`config.mk`:
```
export PLATFORM = sky130hd
export DESIGN_NAME = motor_feedback_turn_tracker_flat
export DESIGN_NICKNAME = d
export VERILOG_FILES = /design/src/mft_pkg.sv /design/src/mft_intf.sv /design/src/mft_state_mem.sv /design/src/mft_scale.sv /design/src/motor_feedback_turn_tracker.sv /design/src/flat_wrapper.sv
export SDC_FILE = /design/constraint.sdc
export NUM_CORES = 2
export LEC_CHECK = 0
export CAP_MARGIN = 20
export CORE_MARGIN = 10
export CORE_UTILIZATION = 50
export DETAILED_ROUTE_END_ITERATION = 10
export DONT_BUFFER_PORTS = 1
export PLACE_DENSITY_LB_ADDON = 0.12
export SKIP_LAST_GASP = 1
export SLEW_MARGIN = 10
export SYNTH_ARGS = -nofsm -noshare
export SYNTH_HDL_FRONTEND = slang
export SYNTH_SLANG_ARGS = --single-unit
```
`constraint.sdc`:
```
create_clock -name clk -period 16.8 [get_ports clk]
set_clock_uncertainty 0.2 [all_clocks]
set_input_delay 3.36 -clock clk [delete_from_list [all_inputs] [get_ports clk]]
set_output_delay 3.36 -clock clk [all_outputs]
set_load 0.05 [all_outputs]
```
`src/mft_pkg.sv`:
```
// Shared types and constants for the motor feedback turn tracker.
package mft_pkg;

	// Field widths fixed by the feedback frame format.
	localparam int IdW    = 11;
	localparam int WordW  = 16;
	localparam int HallW  = 8;
	localparam int CntW   = 6;
	localparam int TurnW  = 32;
	localparam int CurW   = 14;
	localparam int IdxOutW = 3;

	// Configuration port.
	localparam int CfgIdxW  = 4;
	localparam int CfgDataW = 11;
	localparam logic [CfgIdxW-1:0] RegCalFrames = 4'd0;
	localparam logic [CfgIdxW-1:0] RegFirstId   = 4'd1;
	localparam logic [CntW-1:0]    CalFramesRst = 6'd50;
	localparam logic [IdW-1:0]     FirstIdRst   = 11'd513;

	// Tracking constants.
	localparam logic [CntW-1:0]   CntMax     = 6'd63;
	localparam logic signed [16:0] HalfTurnPos = 17'sd4096;
	localparam logic signed [16:0] HalfTurnNeg = -17'sd4096;
	localparam int FullTurnShift = 13;
	localparam logic signed [9:0] DegScale = 10'sd360;
	localparam logic signed [41:0] DegBias = 42'sd8191;
	// n / 5 == (n * 52429) >> 18 for every n below 2^16.
	localparam logic [15:0] Div5Recip = 16'd52429;
	localparam int Div5Shift = 18;

	// One motor record as held in the state memory.
	typedef struct packed {
		logic [CntW-1:0]  frame_count;
		logic [WordW-1:0] stored_angle;
		logic [WordW-1:0] offset_value;
		logic [TurnW-1:0] turn_count;
	} slot_rec_t;

	// Result of the record update, passed to the scaling pipeline.
	typedef struct packed {
		logic               calibrating;
		logic [IdxOutW-1:0] motor_index;
		logic [WordW-1:0]   speed_word;
		logic [WordW-1:0]   current_word;
		logic [HallW-1:0]   hall_byte;
		logic [WordW-1:0]   angle_now;
		logic [TurnW-1:0]   turns;
		logic [TurnW-1:0]   total_counts;
	} track_res_t;

endpackage

```
`src/mft_intf.sv`:
```
// Channel interfaces for feedback frames, results and configuration writes.
interface mft_frame_if import mft_pkg::*; ();
	logic             valid;
	logic             ready;
	logic [IdW-1:0]   frame_id;
	logic [WordW-1:0] angle_word;
	logic [WordW-1:0] speed_word;
	logic [WordW-1:0] current_word;
	logic [HallW-1:0] hall_byte;

	modport source (output valid, frame_id, angle_word, speed_word, current_word, hall_byte,
		input ready);
	modport sink (input valid, frame_id, angle_word, speed_word, current_word, hall_byte,
		output ready);
endinterface

interface mft_result_if import mft_pkg::*; ();
	logic                     valid;
	logic                     ready;
	logic [IdxOutW-1:0]       motor_index;
	logic                     calibrating;
	logic signed [WordW-1:0]  speed_value;
	logic signed [CurW-1:0]   current_value;
	logic [HallW-1:0]         hall_value;
	logic [WordW-1:0]         angle_now;
	logic signed [TurnW-1:0]  turns;
	logic signed [TurnW-1:0]  total_counts;
	logic signed [TurnW-1:0]  total_degrees;

	modport source (output valid, motor_index, calibrating, speed_value, current_value,
		hall_value, angle_now, turns, total_counts, total_degrees, input ready);
	modport sink (input valid, motor_index, calibrating, speed_value, current_value,
		hall_value, angle_now, turns, total_counts, total_degrees, output ready);
endinterface

interface mft_cfg_if import mft_pkg::*; ();
	logic                valid;
	logic                ready;
	logic [CfgIdxW-1:0]  reg_index;
	logic [CfgDataW-1:0] wr_data;

	modport source (output valid, reg_index, wr_data, input ready);
	modport sink (input valid, reg_index, wr_data, output ready);
endinterface

```
`src/mft_state_mem.sv`:
```
// Per-motor record memory with registered read and reset valid bits.
module mft_state_mem import mft_pkg::*; #(
	parameter int Depth = 8,
	parameter int SlotW = 3
) (
	input  logic             clk,
	input  logic             arst_n,
	input  logic             rd_en,
	input  logic [SlotW-1:0] rd_addr,
	output slot_rec_t        rd_data,
	input  logic             wr_en,
	input  logic [SlotW-1:0] wr_addr,
	input  slot_rec_t        wr_data
);

	slot_rec_t        mem [Depth];
	slot_rec_t        rd_q;
	logic             rd_vld_q;
	logic [Depth-1:0] vld_q;

	// Record storage; written and read in the same clocked block.
	always_ff @(posedge clk) begin
		if (wr_en) begin
			mem[wr_addr] <= wr_data;
		end
		if (rd_en) begin
			rd_q <= mem[rd_addr];
		end
	end

	// Valid bits stand in for clearing the records at reset.
	always_ff @(posedge clk or negedge arst_n) begin
		if (!arst_n) begin
			vld_q    <= '0;
			rd_vld_q <= 1'b0;
		end else begin
			if (wr_en) begin
				vld_q[wr_addr] <= 1'b1;
			end
			if (rd_en) begin
				rd_vld_q <= vld_q[rd_addr];
			end
		end
	end

	// A record never written reads as zero.
	assign rd_data = rd_vld_q ? rd_q : '0;

endmodule

```
`src/mft_scale.sv`:
```
// Scaling pipeline: degree product, current division and the result register.
module mft_scale import mft_pkg::*; (
	input  logic       clk,
	input  logic       arst_n,
	input  logic       up_valid,
	output logic       up_ready,
	input  track_res_t up_data,
	mft_result_if.source result
);

	logic       v2_q, v3_q, v4_q;
	logic       en2, en3, en4;
	track_res_t res_s2, res_s3;

	logic signed [41:0] deg_prod_c, deg_prod_s3, deg_biased_c;
	logic               cur_neg_c, cur_neg_s3;
	logic [WordW-1:0]   cur_mag_c;
	logic [31:0]        cur_prod_c, cur_prod_s3;
	logic [CurW-1:0]    cur_quot_c, cur_res_c;
	logic [TurnW-1:0]   deg_c;

	// Each stage moves on when the next one is empty or moving.
	assign en4      = !v4_q || result.ready;
	assign en3      = !v3_q || en4;
	assign en2      = !v2_q || en3;
	assign up_ready = en2;

	always_ff @(posedge clk or negedge arst_n) begin
		if (!arst_n) begin
			v2_q <= 1'b0;
			v3_q <= 1'b0;
			v4_q <= 1'b0;
		end else begin
			if (en2) v2_q <= up_valid;
			if (en3) v3_q <= v2_q;
			if (en4) v4_q <= v3_q;
		end
	end

	// Products: total counts times 360 and current magnitude times the reciprocal of five.
	assign deg_prod_c = $signed(res_s2.total_counts) * DegScale;
	assign cur_neg_c  = res_s2.current_word[WordW-1];
	assign cur_mag_c  = cur_neg_c ? WordW'(-res_s2.current_word) : res_s2.current_word;
	assign cur_prod_c = 32'(cur_mag_c) * 32'(Div5Recip);

	// Finish: round the degree quotient toward zero and give the current quotient the opposite of the input sign.
	assign deg_biased_c = deg_prod_s3 + (deg_prod_s3[41] ? DegBias : 42'sd0);
	assign deg_c        = TurnW'(deg_biased_c >>> FullTurnShift);
	assign cur_quot_c   = cur_prod_s3[Div5Shift +: CurW];
	assign cur_res_c    = cur_neg_s3 ? cur_quot_c : CurW'(-cur_quot_c);

	// Pipeline payload registers.
	always_ff @(posedge clk) begin
		if (en2 && up_valid) begin
			res_s2 <= up_data;
		end
		if (en3 && v2_q) begin
			res_s3      <= res_s2;
			deg_prod_s3 <= deg_prod_c;
			cur_neg_s3  <= cur_neg_c;
			cur_prod_s3 <= cur_prod_c;
		end
		if (en4 && v3_q) begin
			result.motor_index <= res_s3.motor_index;
			result.calibrating <= res_s3.calibrating;
			result.angle_now   <= res_s3.angle_now;
			result.turns       <= res_s3.turns;
			if (res_s3.calibrating) begin
				result.speed_value   <= '0;
				result.current_value <= '0;
				result.hall_value    <= '0;
				result.total_counts  <= '0;
				result.total_degrees <= '0;
			end else begin
				result.speed_value   <= res_s3.speed_word;
				result.current_value <= cur_res_c;
				result.hall_value    <= res_s3.hall_byte;
				result.total_counts  <= res_s3.total_counts;
				result.total_degrees <= deg_c;
			end
		end
	end

	assign result.valid = v4_q;

endmodule

```
`src/motor_feedback_turn_tracker.sv`:
```
// Top level of the motor feedback turn tracker.
// A frame is accepted in every cycle in which the result pipeline can move, so the
// sustained rate is one frame per clock; a frame whose id falls inside the motor window
// offers its result after the update stage and the scaling pipeline registers, and other
// frames are dropped. The per-motor record memory is read when a frame is accepted and
// written back as that frame leaves the update stage, with a bypass register when the
// next frame is for the same motor. Records start at zero after reset through per-entry
// valid bits, so no clearing pass is needed. Configuration writes are taken in any cycle.
module motor_feedback_turn_tracker import mft_pkg::*; #(
	parameter int MOTOR_SLOTS = 8
) (
	input  logic clk,
	input  logic arst_n,
	mft_cfg_if.sink      cfg,
	mft_frame_if.sink    frame,
	mft_result_if.source result
);

	localparam int SlotW = (MOTOR_SLOTS > 1) ? $clog2(MOTOR_SLOTS) : 1;

	logic [CntW-1:0] cal_frames_q;
	logic [IdW-1:0]  first_id_q;

	logic           accept, hit, en2, v1_q, wr_en, fwd_s1;
	logic [IdW:0]   id_diff;
	logic [SlotW-1:0] slot_in, slot_s1;
	logic [IdxOutW-1:0] mi_s1;
	logic [WordW-1:0] ang_s1, spd_s1, cur_s1;
	logic [HallW-1:0] hall_s1;
	slot_rec_t      rd_rec, cur_rec, new_rec, fwd_rec_s1;
	track_res_t     res_c;

	logic                cal_c, inc_c, dec_c;
	logic signed [16:0]  jump_c;
	logic [TurnW-1:0]    turn_new_c;

	// Configuration registers; writes to unknown indexes are ignored.
	assign cfg.ready = 1'b1;
	always_ff @(posedge clk or negedge arst_n) begin
		if (!arst_n) begin
			cal_frames_q <= CalFramesRst;
			first_id_q   <= FirstIdRst;
		end else if (cfg.valid) begin
			case (cfg.reg_index)
				RegCalFrames: cal_frames_q <= cfg.wr_data[CntW-1:0];
				RegFirstId:   first_id_q   <= cfg.wr_data;
				default:      ;
			endcase
		end
	end

	// Slot selection: the id must lie in the window that starts at the first feedback id.
	assign id_diff = {1'b0, frame.frame_id} - {1'b0, first_id_q};
	assign hit     = !id_diff[IdW] && (id_diff[IdW-1:0] < IdW'(MOTOR_SLOTS));
	assign slot_in = id_diff[SlotW-1:0];

	// The update stage moves when empty or when the scaling pipeline takes its request.
	assign frame.ready = !v1_q || en2;
	assign accept      = frame.valid && frame.ready;
	assign wr_en       = v1_q && en2;

	always_ff @(posedge clk or negedge arst_n) begin
		if (!arst_n) begin
			v1_q <= 1'b0;
		end else if (frame.ready) begin
			v1_q <= accept && hit;
		end
	end

	// Update stage payload, with bypass of a record being written in the same cycle.
	always_ff @(posedge clk) begin
		if (accept) begin
			slot_s1    <= slot_in;
			mi_s1      <= id_diff[IdxOutW-1:0];
			ang_s1     <= frame.angle_word;
			spd_s1     <= frame.speed_word;
			cur_s1     <= frame.current_word;
			hall_s1    <= frame.hall_byte;
			fwd_s1     <= wr_en && (slot_s1 == slot_in);
			fwd_rec_s1 <= new_rec;
		end
	end

	mft_state_mem #(
		.Depth (MOTOR_SLOTS),
		.SlotW (SlotW)
	) u_mem (
		.clk     (clk),
		.arst_n  (arst_n),
		.rd_en   (accept && hit),
		.rd_addr (slot_in),
		.rd_data (rd_rec),
		.wr_en   (wr_en),
		.wr_addr (slot_s1),
		.wr_data (new_rec)
	);

	assign cur_rec = fwd_s1 ? fwd_rec_s1 : rd_rec;

	// Record update: calibration, saturating frame count and turn detection.
	assign cal_c      = cur_rec.frame_count <= cal_frames_q;
	assign jump_c     = $signed({1'b0, ang_s1}) - $signed({1'b0, cur_rec.stored_angle});
	assign dec_c      = !cal_c && (jump_c > HalfTurnPos);
	assign inc_c      = !cal_c && (jump_c < HalfTurnNeg);
	assign turn_new_c = dec_c ? cur_rec.turn_count - 32'd1 :
		inc_c ? cur_rec.turn_count + 32'd1 : cur_rec.turn_count;

	always_comb begin
		new_rec.frame_count  = (cur_rec.frame_count == CntMax) ? CntMax :
			cur_rec.frame_count + 6'd1;
		new_rec.stored_angle = ang_s1;
		new_rec.offset_value = cal_c ? ang_s1 : cur_rec.offset_value;
		new_rec.turn_count   = turn_new_c;
	end

	// Request towards the scaling pipeline.
	always_comb begin
		res_c.calibrating  = cal_c;
		res_c.motor_index  = mi_s1;
		res_c.speed_word   = spd_s1;
		res_c.current_word = cur_s1;
		res_c.hall_byte    = hall_s1;
		res_c.angle_now    = ang_s1;
		res_c.turns        = turn_new_c;
		res_c.total_counts = {turn_new_c[TurnW-FullTurnShift-1:0], FullTurnShift'(0)}
			+ TurnW'(ang_s1) - TurnW'(cur_rec.offset_value);
	end

	mft_scale u_scale (
		.clk      (clk),
		.arst_n   (arst_n),
		.up_valid (v1_q),
		.up_ready (en2),
		.up_data  (res_c),
		.result   (result)
	);

endmodule

```
`src/flat_wrapper.sv`:
```
// flat-port wrapper written by rule: the top's interface ports become plain ports
module motor_feedback_turn_tracker_flat import mft_pkg::*;
#(
	parameter int MOTOR_SLOTS = 8
)
  (clk, arst_n, cfg_valid, cfg_reg_index, cfg_wr_data, cfg_ready, frame_valid, frame_frame_id, frame_angle_word, frame_speed_word, frame_current_word, frame_hall_byte, frame_ready, result_valid, result_motor_index, result_calibrating, result_speed_value, result_current_value, result_hall_value, result_angle_now, result_turns, result_total_counts, result_total_degrees, result_ready);
  mft_cfg_if cfg_i ();
  mft_frame_if frame_i ();
  mft_result_if result_i ();
  input  logic clk;
  input  logic arst_n;
  input wire logic [$bits(cfg_i.valid)-1:0] cfg_valid;
  input wire logic [$bits(cfg_i.reg_index)-1:0] cfg_reg_index;
  input wire logic [$bits(cfg_i.wr_data)-1:0] cfg_wr_data;
  output wire logic [$bits(cfg_i.ready)-1:0] cfg_ready;
  input wire logic [$bits(frame_i.valid)-1:0] frame_valid;
  input wire logic [$bits(frame_i.frame_id)-1:0] frame_frame_id;
  input wire logic [$bits(frame_i.angle_word)-1:0] frame_angle_word;
  input wire logic [$bits(frame_i.speed_word)-1:0] frame_speed_word;
  input wire logic [$bits(frame_i.current_word)-1:0] frame_current_word;
  input wire logic [$bits(frame_i.hall_byte)-1:0] frame_hall_byte;
  output wire logic [$bits(frame_i.ready)-1:0] frame_ready;
  output wire logic [$bits(result_i.valid)-1:0] result_valid;
  output wire logic [$bits(result_i.motor_index)-1:0] result_motor_index;
  output wire logic [$bits(result_i.calibrating)-1:0] result_calibrating;
  output wire logic [$bits(result_i.speed_value)-1:0] result_speed_value;
  output wire logic [$bits(result_i.current_value)-1:0] result_current_value;
  output wire logic [$bits(result_i.hall_value)-1:0] result_hall_value;
  output wire logic [$bits(result_i.angle_now)-1:0] result_angle_now;
  output wire logic [$bits(result_i.turns)-1:0] result_turns;
  output wire logic [$bits(result_i.total_counts)-1:0] result_total_counts;
  output wire logic [$bits(result_i.total_degrees)-1:0] result_total_degrees;
  input wire logic [$bits(result_i.ready)-1:0] result_ready;
  assign cfg_i.valid = cfg_valid;
  assign cfg_i.reg_index = cfg_reg_index;
  assign cfg_i.wr_data = cfg_wr_data;
  assign cfg_ready = cfg_i.ready;
  assign frame_i.valid = frame_valid;
  assign frame_i.frame_id = frame_frame_id;
  assign frame_i.angle_word = frame_angle_word;
  assign frame_i.speed_word = frame_speed_word;
  assign frame_i.current_word = frame_current_word;
  assign frame_i.hall_byte = frame_hall_byte;
  assign frame_ready = frame_i.ready;
  assign result_valid = result_i.valid;
  assign result_motor_index = result_i.motor_index;
  assign result_calibrating = result_i.calibrating;
  assign result_speed_value = result_i.speed_value;
  assign result_current_value = result_i.current_value;
  assign result_hall_value = result_i.hall_value;
  assign result_angle_now = result_i.angle_now;
  assign result_turns = result_i.turns;
  assign result_total_counts = result_i.total_counts;
  assign result_total_degrees = result_i.total_degrees;
  assign result_i.ready = result_ready;
  motor_feedback_turn_tracker #(.MOTOR_SLOTS(MOTOR_SLOTS)) u_core (.clk(clk), .arst_n(arst_n), .cfg(cfg_i), .frame(frame_i), .result(result_i));
endmodule
```
# Word level (Yosys, flattened, before mapping)
# Memory sizes are Yosys's and may differ from the RTL's. A register that Yosys moved wholly into a read port is not among the register bits.
# Index checks and enable logic that the tools add are counted.
[totals]
wordCells = 107
input_bits = 87
register_bits = 615
memories = 1
output_inout_bits = 157
ramBits = 560
[mem_list]
columns = ["memory", "depth", "width", "rd", "rd_clocked_by_memory_dff", "wr", "line_no", "source"]
rows = [
  ["u_core.u_mem.mem", 8, 70, 1, 1, 1, "mft_state_mem.sv:16", "slot_rec_t mem [Depth];"],
]
[classes]
n_mul = 2
n_lt_le_gt_ge = 7
n_mux = 15
n_reduce_logical = 23
eq_ne = 3
n_bitwise = 1
add_sub_neg = 10
[ops]
columns = ["op", "n"]
rows = [
  ["$mux 70", 2],
  ["$mux 32", 2],
  ["$add 42x14->42", 1],
  ["$mul 32x7->39 const B", 1],
  ["$add 32x1->32 const B", 1],
  ["$add 32x16->32", 1],
  ["$mul 16x16->32 const B", 1],
  ["$mux 16", 2],
  ["$sub 32x1->32 const B", 1],
  ["$sub 32x16->32", 1],
  ["$gt 17x14->1 const B", 1],
  ["$lt 17x13->1 const B", 1],
  ["$sub 16x16->17", 1],
  ["$neg 16->16", 1],
  ["$mux 14", 1],
  ["$neg 14->14", 1],
  ["$mux 13", 1],
  ["$sub 11x11->12", 1],
  ["$lt 11x4->1 const B", 1],
  ["$logic_and 1x1->1", 10],
  ["$lt 3x4->1 const B", 2],
  ["$or 8x8->8", 1],
  ["$add 6x1->6 const B", 1],
  ["$eq 6x6->1 const B", 1],
  ["other kinds (12)", 24],
]

# Longest topological paths before layout
[depth]
depth_word = 9
mapped_depth = 36
mapped_depth_nobuf = 30

# By module
# A second synthesis with hierarchy kept.
[unflattened]
hier_cells = 3766
hier_area_um2 = 58454.8
[modules_own_cells]
columns = ["module", "seq_area_each_um2", "cells_per_inst", "area_per_inst_um2", "n_inst"]
rows = [
  ["mft_scale", 13137.6, 1805, 24184.4, 1],
  ["mft_state_mem", 19143.4, 994, 23973.0, 1],
  ["motor_feedback_turn_tracker", 4360.4, 967, 10297.4, 1],
]

# Worst setup path before layout
# OpenSTA, ideal clock, no wires.
[synth_path]
path_type = "in2reg"
from = "in result_ready"
to = "reg u_core.u_mem.vld_q[1]"
t_required_ns = 16.506
slack_ns = 4.627
setup_time_ns = 0.094
path_buffers = 0
stages = 7
arrival_time_ns = 11.879
path_cell_list = "nor2b_1 > nand3_1 > nand2_1 > inv_1 > nand2_1 > nor3_1 > or2_2"
[synth_between]
elab_chain_cells = 4
[synth_lines]
columns = ["item", "line_no", "source"]
rows = [
  ["start, declared", "flat_wrapper.sv:33", "input wire logic [$bits(result_i.ready)-1:0] result_ready;"],
  ["$logic_or 1x1->1", "mft_scale.sv:23", "assign en4 = !v4_q || result.ready;"],
  ["$logic_or 1x1->1", "mft_scale.sv:24", "assign en3 = !v3_q || en4;"],
  ["$logic_or 1x1->1", "mft_scale.sv:25", "assign en2 = !v2_q || en3;"],
  ["$logic_and 1x1->1", "motor_feedback_turn_tracker.sv:60", "assign wr_en = v1_q && en2;"],
  ["named net u_core.u_mem.wr_en", "mft_state_mem.sv:11", "input logic wr_en,"],
  ["end signal, assigned", "mft_state_mem.sv:34", "vld_q <= '0;"],
  ["end signal, assigned by index", "mft_state_mem.sv:38", "vld_q[wr_addr] <= 1'b1;"],
  ["end, declared", "mft_state_mem.sv:19", "logic [Depth-1:0] vld_q;"],
]
# The timed path passes the listed nets, and every way through them passes these cells.
# A chain may end at the register's enable or synchronous reset.

==> out/metrics.cfg <==
[floorplan]
core-area_um2=112500
rows=123
start_util_pct=50.35
dieWidth_um=356.6
die_area_um2=127200
fp.dieH_um=356.6
pin_count=244

[layout]
area_delta_synth_final_pct=10.46
layout_common_cells=1195 x edfxtp_1, 345 x inv_1, 320 x ha_1
final_util_pct=55.62
layout_commonest_cell=edfxtp_1
stdcell_area_um2=62570
finalNonFillerCells=5190
layout-drive-gt1-share_pct=13.85
nets=4144

[setup_path]
cp-start-kind=flip-flop
worstSetupEndpointType=flip-flop
worstPathRequired_ns=17.06
critPathKind=flip-flop to flip-flop
crit_buf_inv=1
crit_slowest_cell=xnor2_1
cp.arrival_ns=9.13
cpMostUsedCell=nand2_1
cpPeakStageDelay_ns=0.71
critical_path.top_delay_family=compound AO/OA/AOI/OAI gates
timing.reg2reg.setup_slack_ns=7.93
critical_path.max_fanout=53

[pwr]
p_leak_nw=22.72
ir_drop_uv=102.1
power_density_nw_per_um2=116.0
report.power.total_mw=7.259

[timing]
maxSlewHeadroom_pct=24.62
setup_viol=0
max_slew.worst_pin.slew_ns=1.123
worst_slack_ns=7.930
slew_violations=0
hold_viol=0
min_period_ns=8.870
max_freq_mhz=112.7
fin_tns_setup_ns=0
whs_ns=0.1965
min_period_over_period_pct=52.80
rsz0062_at_grt=no

[place]
port_buffers=0
placed_cells=4963
place_ws_ns=7.959
routabilityCongestion=0.9281
place_area_um2=58680
dp_hpwl_mm=77.63

[global_routing]
grt_usage_pct=19.12
grt_max_degree=99
grt_pass1_vias=30620
antenna_found_initial=2
grt_overflow=0
grt_pass1_wl_mm=187.0

[route]
final_antenna_net_count=0
m1WireLength_mm=52.72
routed-via-count=29330
viasPerCell=5.652
drtIter0Drc=2097
routed-wl-met2_mm=59.19
drc_errors=0
dr.pass1.iters=8
wl_met3_mm=6.876
dr.max_layer_used=met4
wl_per_cell_um=23.39
totalWireLength_mm=121.4

[yosys]
yosysWarnings=0
synth_top_area_share_pct=63.35
yosysTopAreaCell=edfxtp_1
synthDistinctLibCells=83
synth_area_um2=56650
synth-edff-count=1195
async_reset_ff_share_pct=2.449
ys_seq_area_share_pct=64.68
syn_inst=3500
ys_ff_latch=1225
syn_area_per_cell_um2=16.18
synth_area_leaders=edfxtp_1 63%, ha_1 7.1%, mux4_2 5.6%
syn-num-nets=4055
ys.flop_type=edfxtp_1

[min_path]
hp-class=flip-flop to flip-flop

[cts]
clock-root-buffer=clkbuf_16
cts_setup_buffers=0
cts_made_buffers=119
cts_buffer_depth=3
ctsResizeCount=0
clkLatencyLatePin_ns=0.72
cts.clk_slew.worst_paths_ns=0.08
cts_sinks=1225
postCtsHoldBufs=0
cts_tree=yes
h-tree-depth=3

[job]
cap_violations=0

[status]
status=complete, no violations

==> cells in the mapped netlist (76+ instances only) <==
cell type  number
nor2_1        147
mux2_2         88
inv_1         347
xnor2_1       109
fa_1          147
ha_1          321
o21ai_0        79
nor2b_1        76
mux4_2        142
nand2_1        91
a21oi_1        94
edfxtp_1     1195
==> cells by family after synthesis <==
logic type	share of synthesized area, %
other	0.006620
AO/OA/AOI/OAI	5.122
flip-flops	64.68
multiplexers	7.483
adder cells (fa/ha/maj)	12.29
AND/OR/NAND/NOR	4.809
buffers and inverters	2.911
XOR/XNOR	2.699
==> path summary, 6_finish.rpt <==
kind / from / end / cells past startpoint
hold reg to reg: u_core.cur_s1[13] / u_core.u_scale.res_s2[101] / 0
min in group asynchronous: arst_n / u_core.u_mem.vld_q[5] / 0
setup / recovery: u_core.u_mem.rd_vld_q / u_core.u_scale.res_s2[31] / 26
hold / removal: u_core.cur_s1[13] / u_core.u_scale.res_s2[101] / 0
max in group asynchronous: arst_n / u_core.cal_frames_q[1] / 0
setup reg to reg: u_core.u_mem.rd_vld_q / u_core.u_scale.res_s2[31] / 26
==> per-layer routing <==
metal / GRT usage [%] / vias up
li1: - / 13360
met1: 26.27 / 14940
met2: 31.65 / 862
met3: 2.970 / 163
met4: 5.272 / 0
met5: 0 / -
==> cell type report <==
type,instances,area [µm²]
fill,8699,49930
sequential,1225,36640
multi-input combinational,1843,18470
clock buffer,146,3122
tap,1500,1877
inverter,347,1308
clock inverter,75,701.9
timing repair buffer,53,445.4
antenna,1,2.502
==> state kept, by name, summed over array words and instances, names as in the netlist, 6 cells and up <==
| signal | flops |
|---|---|
| u_core.fwd_rec_s1 | 70 |
| u_core.u_scale.cur_prod_s3 | 14 |
| u_core.u_scale.res_s3 | 108 |
| u_core.spd_s1 | 16 |
| u_core.u_mem.vld_q | 8 |
| u_core.u_scale.result.turns | 32 |
| u_core.u_scale.deg_prod_s3 | 37 |
| u_core.u_scale.result.hall_value | 8 |
| u_core.u_scale.result.total_counts | 32 |
| u_core.u_scale.result.angle_now | 16 |
| u_core.hall_s1 | 8 |
| u_core.u_mem.rd_q | 70 |
| u_core.cal_frames_q | 6 |
| u_core.first_id_q | 11 |
| u_core.u_scale.result.current_value | 14 |
| u_core.u_scale.result.speed_value | 16 |
| u_core.u_mem.mem | 560 |
| u_core.cur_s1 | 16 |
| u_core.u_scale.res_s2 | 123 |
| u_core.ang_s1 | 16 |
| u_core.u_scale.result.total_degrees | 29 |
==> where the power goes <==
| part | leakage [nW] | total (mW) | internal [mW] | switching [mW] |
|---|---|---|---|---|
| sequential | 11.3 | 3.51 | 3.48 | 0.0316 |
| clock | 1.85 | 2.59 | 1.46 | 1.13 |
| combinational | 9.55 | 1.15 | 0.530 | 0.623 |
| total | 22.7 | 7.26 | 5.48 | 1.78 |
==> worst reg2reg max path: stages (launching register included) <==
cell      delay (ns)
dfrtp_1         0.61
nor2b_4         0.52
buf_4           0.67
a22oi_1         0.19
ha_1            0.39
a2bb2o_1        0.30
a311oi_1        0.24
o221ai_1        0.14
nor4_1          0.40
a31oi_1         0.21
o41a_1          0.67
nand2_1         0.19
nand2_1         0.08
xnor2_1         0.71
fa_1            0.57
ha_1            0.24
a21o_1          0.19
a21o_1          0.18
a21oi_1         0.21
nand2_1         0.08
o221ai_1        0.28
o21ai_0         0.16
nand2_1         0.11
a21boi_0        0.14
a221o_1         0.37
a31oi_1         0.24
xor3_1          0.35
(Power assumes the default switching activity.)
